<file path="src/rtl/ubfr_pkg.sv">
// Shared types and constants for the UPER bit-field reader.
package ubfr_pkg;

  localparam int BufBytes = 256;
  localparam int CurW = 12;
  localparam logic [CurW-1:0] CursorLimit = 12'hfff;
  localparam logic [CurW:0] BufBits = 13'(BufBytes * 8);

  typedef enum logic [2:0] {
    REQ_LOAD = 3'd0,
    REQ_SEEK = 3'd1,
    REQ_BOOL = 3'd2,
    REQ_CONS = 3'd3,
    REQ_LEN  = 3'd4,
    REQ_UINT = 3'd5,
    REQ_OID  = 3'd6,
    REQ_NONE = 3'd7
  } req_t;

  localparam logic [1:0] ErrNone = 2'd0;
  localparam logic [1:0] ErrBadLen = 2'd1;
  localparam logic [1:0] ErrLong = 2'd2;
  localparam logic [1:0] ErrPastEnd = 2'd3;

  // datapath commands
  typedef enum logic [3:0] {
    OP_NOP,
    OP_LATCH,    // capture request, clear work regs
    OP_LOAD,     // write buffer byte
    OP_SEEK,
    OP_WIDTH,    // load bit count of a constrained number
    OP_FETCH,    // read buffer byte at cursor into byte reg
    OP_TAKE,     // shift in nbits bits from byte reg, advance cursor
    OP_LEN_EVAL, // decode first length byte
    OP_LEN2,     // second length byte arrived
    OP_UINT_CHK, // check length for integer
    OP_OID_ACC,  // accumulate oid byte
    OP_FINISH    // form result
  } op_t;

  typedef struct packed {
    op_t        op;
    logic [3:0] nbits; // bits to take, 1..8
  } cmd_t;

  typedef struct packed {
    logic       done_bits; // remaining bits zero
    logic       len_two;   // length needs second byte
    logic       oid_more;  // oid continues
    logic       bad;       // integer too long
  } sts_t;

endpackage

</file>
<file path="src/rtl/uper_bit_field_reader_core.sv">
// Top level of the UPER bit-field reader.
// Sequencing: load, seek and the unused code pass through the start and finish states
//   before the result is valid; field reads add a fetch and a take step per byte slice
//   and one decode step per width, length, integer check and oid byte.
// Throughput: one request at a time; the next transfer can be taken in the cycle after the
//   result transfer, and the result is held in an output register until taken.
// Reset (rst, synchronous) clears cursor and error; the buffer is undefined until loaded.
module uper_bit_field_reader_core (
  input  logic               clk,
  input  logic               rst,
  input  logic               in_valid,
  output logic               in_stall,
  input  logic [2:0]         req_type,
  input  logic [7:0]         byte_addr,
  input  logic [7:0]         byte_value,
  input  logic [11:0]        bit_position,
  input  logic signed [63:0] range_min,
  input  logic signed [63:0] range_max,
  input  logic [8:0]         oid_bytes_in,
  output logic               out_valid,
  input  logic               out_stall,
  output logic signed [63:0] value,
  output logic [11:0]        cursor,
  output logic [1:0]         error_code,
  output logic [8:0]         oid_bytes_out
);
  import ubfr_pkg::*;

  cmd_t cmd;
  sts_t sts;
  logic [6:0] rem_bits;

  ubfr_ctrl u_ctrl (
    .clk, .rst, .in_valid, .in_stall, .out_valid, .out_stall, .req_type,
    .rem_bits, .cur_pos(cursor), .sts, .cmd
  );

  ubfr_datapath u_dp (
    .clk, .rst, .cmd, .sts, .req_type, .byte_addr, .byte_value, .bit_position,
    .range_min, .range_max, .oid_bytes_in, .rem_bits, .value, .cursor,
    .error_code, .oid_bytes_out
  );
endmodule

</file>
<file path="src/rtl/ubfr_datapath.sv">
// Datapath: buffer memory, cursor, bit extractor and field accumulators.
module ubfr_datapath (
  input  logic                  clk,
  input  logic                  rst,
  input  ubfr_pkg::cmd_t        cmd,
  output ubfr_pkg::sts_t        sts,
  input  logic [2:0]            req_type,
  input  logic [7:0]            byte_addr,
  input  logic [7:0]            byte_value,
  input  logic [11:0]           bit_position,
  input  logic signed [63:0]    range_min,
  input  logic signed [63:0]    range_max,
  input  logic [8:0]            oid_bytes_in,
  output logic [6:0]            rem_bits,
  output logic signed [63:0]    value,
  output logic [11:0]           cursor,
  output logic [1:0]            error_code,
  output logic [8:0]            oid_bytes_out
);
  import ubfr_pkg::*;

  logic [7:0]  mem [BufBytes];
  logic [7:0]  rd_byte;
  logic [2:0]  req;
  logic [7:0]  ld_addr;
  logic [7:0]  ld_data;
  logic [11:0] seek_pos;
  logic [63:0] rmin;
  logic [63:0] range;
  logic [63:0] acc;
  logic [63:0] comp;
  logic [8:0]  oid_n;
  logic [16:0] len;
  logic        rerr;
  logic [12:0] pos;
  logic [6:0]  width;
  logic [63:0] take_v;
  logic [12:0] take_pos;
  logic        take_err;

  // bit length of the range, by priority search over 64 bits
  always_comb begin
    width = 7'd0;
    for (int i = 0; i < 64; i++) begin
      if (range[i]) width = 7'(i + 1);
    end
  end

  always_comb begin
    take_v = acc;
    take_pos = pos;
    take_err = 1'b0;
    for (int i = 0; i < 8; i++) begin
      if (4'(i) < cmd.nbits) begin
        if (take_pos < BufBits) begin
          take_v = {take_v[62:0], rd_byte[3'(7 - 32'(take_pos[2:0]))]};
        end else begin
          take_v = {take_v[62:0], 1'b0};
          take_err = 1'b1;
        end
        take_pos = take_pos + 13'd1;
      end
    end
  end

  assign sts.done_bits = (rem_bits == 7'd0);
  assign sts.len_two = (acc[7:6] == 2'b10);
  assign sts.oid_more = acc[7] && (oid_n > 9'd1);
  assign sts.bad = (len > 17'd8);

  always_ff @(posedge clk) begin
    if (cmd.op == OP_FETCH) rd_byte <= mem[pos[10:3]];
    if (cmd.op == OP_LOAD) mem[ld_addr] <= ld_data;
  end

  always_ff @(posedge clk) begin
    if (rst) begin
      pos <= '0;
      error_code <= ErrNone;
      cursor <= '0;
      value <= '0;
      oid_bytes_out <= '0;
      rerr <= 1'b0;
      req <= REQ_NONE;
      rem_bits <= '0;
    end else begin
      unique case (cmd.op)
        OP_LATCH: begin
          req <= req_type;
          ld_addr <= byte_addr;
          ld_data <= byte_value;
          seek_pos <= bit_position;
          rmin <= range_min;
          range <= range_max - range_min;
          oid_n <= oid_bytes_in;
          acc <= '0;
          comp <= '0;
          len <= '0;
          rerr <= 1'b0;
          pos <= {1'b0, cursor};
          unique case (req_type)
            REQ_BOOL: rem_bits <= 7'd1;
            REQ_LEN, REQ_UINT: rem_bits <= 7'd8;
            REQ_OID: rem_bits <= (oid_bytes_in != 9'd0) ? 7'd8 : 7'd0;
            default: rem_bits <= 7'd0;
          endcase
        end
        OP_LOAD: ;
        OP_SEEK: pos <= {1'b0, seek_pos};
        OP_WIDTH: rem_bits <= width;
        OP_NOP: ;
        OP_FETCH: ;
        OP_TAKE: begin
          acc <= take_v;
          pos <= take_pos;
          rem_bits <= rem_bits - 7'(cmd.nbits);
          if (take_err) begin
            rerr <= 1'b1;
            error_code <= ErrPastEnd;
          end
        end
        OP_LEN_EVAL: begin
          if (!acc[7]) begin
            len <= {9'd0, acc[7:0]};
          end else if (acc[7:6] == 2'b10) begin
            rem_bits <= 7'd8;
            acc <= {57'd0, acc[6:0]};
          end else if (acc[7:0] >= 8'hc1 && acc[7:0] <= 8'hc4) begin
            len <= 17'(acc[2:0]) << 14;
          end else begin
            len <= '0;
            rerr <= 1'b1;
            error_code <= ErrBadLen;
          end
        end
        OP_LEN2: len <= {2'd0, acc[14:0]};
        OP_UINT_CHK: begin
          acc <= '0;
          if (len > 17'd8) begin
            rerr <= 1'b1;
            error_code <= ErrLong;
          end else begin
            rem_bits <= 7'({len[3:0], 3'b000});
          end
        end
        OP_OID_ACC: begin
          comp <= {comp[56:0], acc[6:0]};
          oid_n <= oid_n - 9'd1;
          if (acc[7] && oid_n != 9'd1) rem_bits <= 7'd8;
          acc <= {56'd0, acc[7:0]};
        end
        OP_FINISH: begin
          cursor <= (pos > 13'(CursorLimit)) ? CursorLimit : pos[11:0];
          oid_bytes_out <= (req == REQ_OID) ? oid_n : 9'd0;
          if (rerr) value <= '0;
          else begin
            case (req)
              REQ_BOOL: value <= acc;
              REQ_CONS: value <= acc + rmin;
              REQ_LEN: value <= {47'd0, len};
              REQ_UINT: value <= acc;
              REQ_OID: value <= comp;
              default: value <= '0;
            endcase
          end
        end
        default: ;
      endcase
    end
  end
endmodule

</file>
<file path="src/rtl/ubfr_ctrl.sv">
// Controller: sequences fetch/take steps per request type.
module ubfr_ctrl (
  input  logic             clk,
  input  logic             rst,
  input  logic             in_valid,
  output logic             in_stall,
  output logic             out_valid,
  input  logic             out_stall,
  input  logic [2:0]       req_type,
  input  logic [6:0]       rem_bits,
  input  logic [11:0]      cur_pos,
  input  ubfr_pkg::sts_t   sts,
  output ubfr_pkg::cmd_t   cmd
);
  import ubfr_pkg::*;

  typedef enum logic [10:0] {
    S_IDLE  = 11'b00000000001,
    S_START = 11'b00000000010,
    S_WID   = 11'b00000000100,
    S_FETCH = 11'b00000001000,
    S_TAKE  = 11'b00000010000,
    S_LEN   = 11'b00000100000,
    S_LEN2  = 11'b00001000000,
    S_UCHK  = 11'b00010000000,
    S_OID   = 11'b00100000000,
    S_FIN   = 11'b01000000000,
    S_OUT   = 11'b10000000000
  } state_t;

  state_t state, state_next;
  logic [2:0] req;
  logic [1:0] phase; // 0 first length byte, 1 second length byte, 2 payload
  logic [1:0] phase_next;
  logic [12:0] bpos;
  logic [3:0]  avail;
  logic        in_acc;

  assign in_stall = (state != S_IDLE);
  assign in_acc = in_valid && !in_stall;
  assign out_valid = (state == S_OUT);

  // track cursor bit offset locally to size each take
  assign avail = 4'd8 - {1'b0, bpos[2:0]};

  always_comb begin
    state_next = state;
    phase_next = phase;
    cmd.op = OP_NOP;
    cmd.nbits = 4'd0;
    unique case (state)
      S_IDLE: if (in_acc) begin
        cmd.op = OP_LATCH;
        state_next = S_START;
      end
      S_START: begin
        phase_next = 2'd0;
        unique case (req)
          REQ_LOAD: begin cmd.op = OP_LOAD; state_next = S_FIN; end
          REQ_SEEK: begin cmd.op = OP_SEEK; state_next = S_FIN; end
          REQ_CONS: begin
            phase_next = 2'd2;
            state_next = S_WID;
          end
          REQ_BOOL: begin phase_next = 2'd2; state_next = S_FETCH; end
          REQ_LEN, REQ_UINT, REQ_OID: state_next = S_FETCH;
          default: state_next = S_FIN;
        endcase
      end
      S_WID: begin
        cmd.op = OP_WIDTH; // datapath loads width
        state_next = S_FETCH;
      end
      S_FETCH: begin
        if (sts.done_bits) begin
          state_next = S_FIN;
        end else begin
          cmd.op = OP_FETCH;
          state_next = S_TAKE;
        end
      end
      S_TAKE: begin
        cmd.op = OP_TAKE;
        cmd.nbits = ({3'd0, avail} < rem_bits) ? avail : rem_bits[3:0];
        if (({3'd0, avail} >= rem_bits)) begin
          if (req == REQ_OID) state_next = S_OID;
          else if (phase == 2'd0) state_next = S_LEN;
          else if (phase == 2'd1) state_next = S_LEN2;
          else state_next = S_FIN;
        end else begin
          state_next = S_FETCH;
        end
      end
      S_LEN: begin
        cmd.op = OP_LEN_EVAL;
        if (sts.len_two) begin
          phase_next = 2'd1;
          state_next = S_FETCH;
        end else if (req == REQ_UINT) state_next = S_UCHK;
        else state_next = S_FIN;
      end
      S_LEN2: begin
        cmd.op = OP_LEN2;
        state_next = (req == REQ_UINT) ? S_UCHK : S_FIN;
      end
      S_UCHK: begin
        cmd.op = OP_UINT_CHK;
        phase_next = 2'd2;
        state_next = sts.bad ? S_FIN : S_FETCH;
      end
      S_OID: begin
        cmd.op = OP_OID_ACC;
        state_next = sts.oid_more ? S_FETCH : S_FIN;
      end
      S_FIN: begin
        cmd.op = OP_FINISH;
        state_next = S_OUT;
      end
      S_OUT: if (!out_stall) state_next = S_IDLE;
      default: state_next = S_IDLE;
    endcase
  end

  always_ff @(posedge clk) begin
    if (rst) begin
      state <= S_IDLE;
      phase <= 2'd0;
      req <= REQ_NONE;
      bpos <= '0;
    end else begin
      state <= state_next;
      phase <= phase_next;
      if (in_acc) req <= req_type;
      if (state == S_START) bpos <= {1'b0, cur_pos};
      if (cmd.op == OP_TAKE) bpos <= bpos + 13'(cmd.nbits);
    end
  end

  assert property (@(posedge clk) disable iff (rst) in_acc |=> state == S_START)
    else $error("accept did not start a request");
  assert property (@(posedge clk) disable iff (rst) out_valid && out_stall |=> out_valid)
    else $error("result dropped under stall");
  assert property (@(posedge clk) disable iff (rst) cmd.op == OP_TAKE |-> cmd.nbits != 4'd0)
    else $error("empty take");
endmodule

</file>
<file path="config.mk">
export PLATFORM = sky130hd
export DESIGN_NAME = uper_bit_field_reader_core
export DESIGN_NICKNAME = d
export VERILOG_FILES = /design/src/rtl/ubfr_pkg.sv /design/src/rtl/uper_bit_field_reader_core.sv /design/src/rtl/ubfr_datapath.sv /design/src/rtl/ubfr_ctrl.sv
export SDC_FILE = /design/constraint.sdc
export NUM_CORES = 2
export LEC_CHECK = 0
export ABC_AREA = 1
export BUFFER_PORTS_ARGS = -buffer_cell sky130_fd_sc_hd__clkbuf_2
export CAP_MARGIN = 20
export CORE_MARGIN = 8
export CORE_UTILIZATION = 56
export CTS_CLUSTER_DIAMETER = 50
export DETAILED_ROUTE_END_ITERATION = 16
export PLACE_DENSITY = 0.73
export SLEW_MARGIN = 20
export SYNTH_ARGS = -nofsm -noshare
export SYNTH_HDL_FRONTEND = slang
export SYNTH_SLANG_ARGS = --single-unit
</file>
<file path="constraint.sdc">
create_clock -name clk -period 17.7 [get_ports clk]
set_input_delay 0 -clock clk [delete_from_list [all_inputs] [get_ports clk]]
set_output_delay 0 -clock clk [all_outputs]
set_load 0.005 [all_outputs]
</file>
==> qor.yml <==
detailed_routing:
  drtIter0Drc: 11800
  postRouteAntennaNets: 0
  vias: 85700
  routed_via_density: 6.31
  route.final.wire_length_mm: 336
  avgRoutedWirePerCell_um: 24.8
  post-route-drc-count: 0
  first_pass_iters: 6
setup_path:
  path_max_fanout: 63
  critPathLaunch: "u_ctrl.bpos[0]"
  cpMaxStageDelayCell: "nor2_4"
  critPathRequiredTime_ps: 18500
  cpPeakStageDelay_ps: 780
  reg2reg_slack_ps: 7380
  path_buf_inv: 10
  crit_type: "reg -> reg"
  reg2reg_depth: 50
  r2r_end: "u_dp.pos[12]"
  cp-start-kind: "flip-flop"
  r2r-start: "u_ctrl.bpos[0]"
  crit_family: "simple AND/OR/NAND/NOR gates"
  arrival_ps: 11120
  endpoint_kind: "flip-flop"
power_and_ir_drop:
  p_total_mw: 13.8
  p_leak_nw: 44.8
  p_per_area_mw_per_mm2: 108
  vdd.ir_drop.worst_uv: 118
clock_tree:
  root_buffer: "clkbuf_16"
  htreeDepth: 5
  clk_pin_slew_worst_paths_ps: 60
  cts_tree: "yes"
  cts_sinks: 2496
  clk_path_buf_depth: 4
  cts_resized: 0
  hold_buffers: 321
  postCtsSetupRepairBufs: 0
  clk_latency_ps: 940
  cts_buffers: 283
timing:
  setup_viol: 0
  maxSlewHeadroom_pct: 20.8
  finalCritPeriodShare_pct: 58.3
  rsz0062_at_grt: "no"
  hold_violations: 0
  worst_slew_pin_slew_ps: 1180
  setup_tns_ps: 0
  min_period_ps: 10320
  finClkSkew_ps: 74.5
  maxSlewViolCount: 0
  max_freq_ghz: 0.0969
grt:
  grtUsageTotal_pct: 29.9
  first_global_vias: 81700
  grt_start_max_net_pins: 209
  grt_pass1_wl_mm: 504
  grt-ovfl-total: 0
  antenna_found_initial: 10
logic_synthesis:
  synth_top_area_share_pct: 63.2
  syn-num-nets: 10700
  synth-seq-cells: 2496
  synthArstFlopShare_pct: 0
  yosysTopAreaCell: "edfxtp_1"
  synthFlopType: "edfxtp_1"
  synth_area_leaders: "edfxtp_1, o21ai_0, nor2_1"
  synth_edf_count: 2366
  synth_area_mm2: 0.112
  synthCells: 10400
  yosysSeqAreaShare_pct: 65.5
  synth_area_per_cell_um2: 10.8
  synth.distinct_cells: 72
  yosys_warnings: 0
run:
  drv_cap: 0
layout:
  layout_commonest_cell: "edfxtp_1"
  drive_gt1_share_pct: 8.34
  fillers: 14800
  finalInstanceArea_mm2: 0.128
  areaGrowthSynthToFinish_pct: 13.7
  fin_nets: 11000
  layout_common_cells: "edfxtp_1, nor2_1, o21ai_0, nand2_1, inv_1"
placement:
  gp_congestion: 0.961
  hpwl_mm: 202
  placed_cell_area_mm2: 0.116
  port_buffers: 260
worst_hold_path:
  min_path_type: "in -> reg"
  min_to: "u_dp.req[1]"
  hp-start: "req_type[1]"
  hold_depth: 6
die:
  core_mm2: 0.200
  die-area_mm2: 0.215
  initial_core_util_pct: 56.3
  rows: 164
  die_h_um: 464
  io_pins: 261
  die_x_um: 464
outcome:
  status: "finished, final reports clean"
[cell usage after synthesis (all sizes together) (7+ instances only)]
cell type,count
dfxtp,130
o21ai,1458
inv,627
clkinv,12
o211ai,95
clkbuf,590
o221ai,246
nor3,57
a32o,7
xnor2,29
ha,146
a31oi,64
a221o,7
edfxtp,2366
nand2,1120
a21boi,25
or2,25
xor2,105
mux2i,11
nor4,32
nand4,27
a21oi,481
buf,42
o2111ai,8
a211oi,28
a22oi,14
o22ai,387
o21a,8
nor2,1784
nand3,346
a221oi,47
[per-stage QoR]
stage	cells	hold slack [ps]	worst slack, ps	utilization [%]
after global routing	13600	94.6	6430	64.0
after global placement	12800	180	7560	58.1
after CTS	13600	9.63	7440	64.0
final	13600	79.0	7380	64.0
after floorplan	10400	98.9	9300	-
after detailed placement	12800	179	7530	58.1
[state kept, by name, summed over array words and instances (netlist names), 11 cells and up]
signal and cells:
u_dp.value 64, u_dp.len 17, u_dp.cursor 12, u_dp.seek_pos 12, u_dp.rmin 64, u_dp.comp 64, u_dp.range 64, u_ctrl.state 11
u_dp.acc 64, u_dp.mem 2048, u_dp.pos 13
[cells by family after synthesis]
group / share of synthesized area, %
buffers and inverters: 4.26
AO/OA/AOI/OAI: 15.0
adder cells (fa/ha/maj): 1.70
XOR/XNOR: 1.13
flip-flops: 65.5
AND/OR/NAND/NOR: 12.3
multiplexers: 0.0979
[worst max-delay path by stage]
stage	to	slack, ps	cells past startpoint
3_3_place_gp	u_dp.pos[12]	7560	50
3_5_place_dp	u_dp.pos[12]	7530	50
2_1_floorplan	u_dp.ld_addr[0]	9300	10
6_report	u_dp.pos[12]	7380	50
5_1_grt	u_dp.pos[12]	6430	50
4_1_cts	u_dp.pos[12]	7440	50
[report_power, final]
| group | internal, mW | total, mW | switching, mW |
|---|---|---|---|
| clock | 3.26 | 5.56 | 2.30 |
| sequential | 6.53 | 6.59 | 0.0611 |
| combinational | 0.493 | 1.65 | 1.15 |
[metal layers]
metal	global-route usage (%)	wire length (µm)	up-vias
met3	6.15	36100	859
met4	12.9	15700	2
li1	-	-	38300
met5	0	13	-
met2	47.4	156000	5155
met1	40.4	128000	41400
[worst min-delay path, cell delays in order]
cell and delay (ps):
dlygate4sd3_1 530, clkbuf_2 120, inv_1 50, o21ai_0 160, inv_1 60, o21ai_0 60
[final cells by class]
cell class | count | area, µm² | area share [%]
antenna | 6 | 15.0 | 0.0117
clock buffer | 360 | 7570 | 5.92
clock inverter | 121 | 1110 | 0.869
inverter | 639 | 2420 | 1.89
multi-input combinational | 6603 | 34100 | 26.7
sequential | 2496 | 73700 | 57.6
tap | 2656 | 3320 | 2.60
timing repair buffer | 703 | 5660 | 4.43
(Power assumes the default switching activity.)
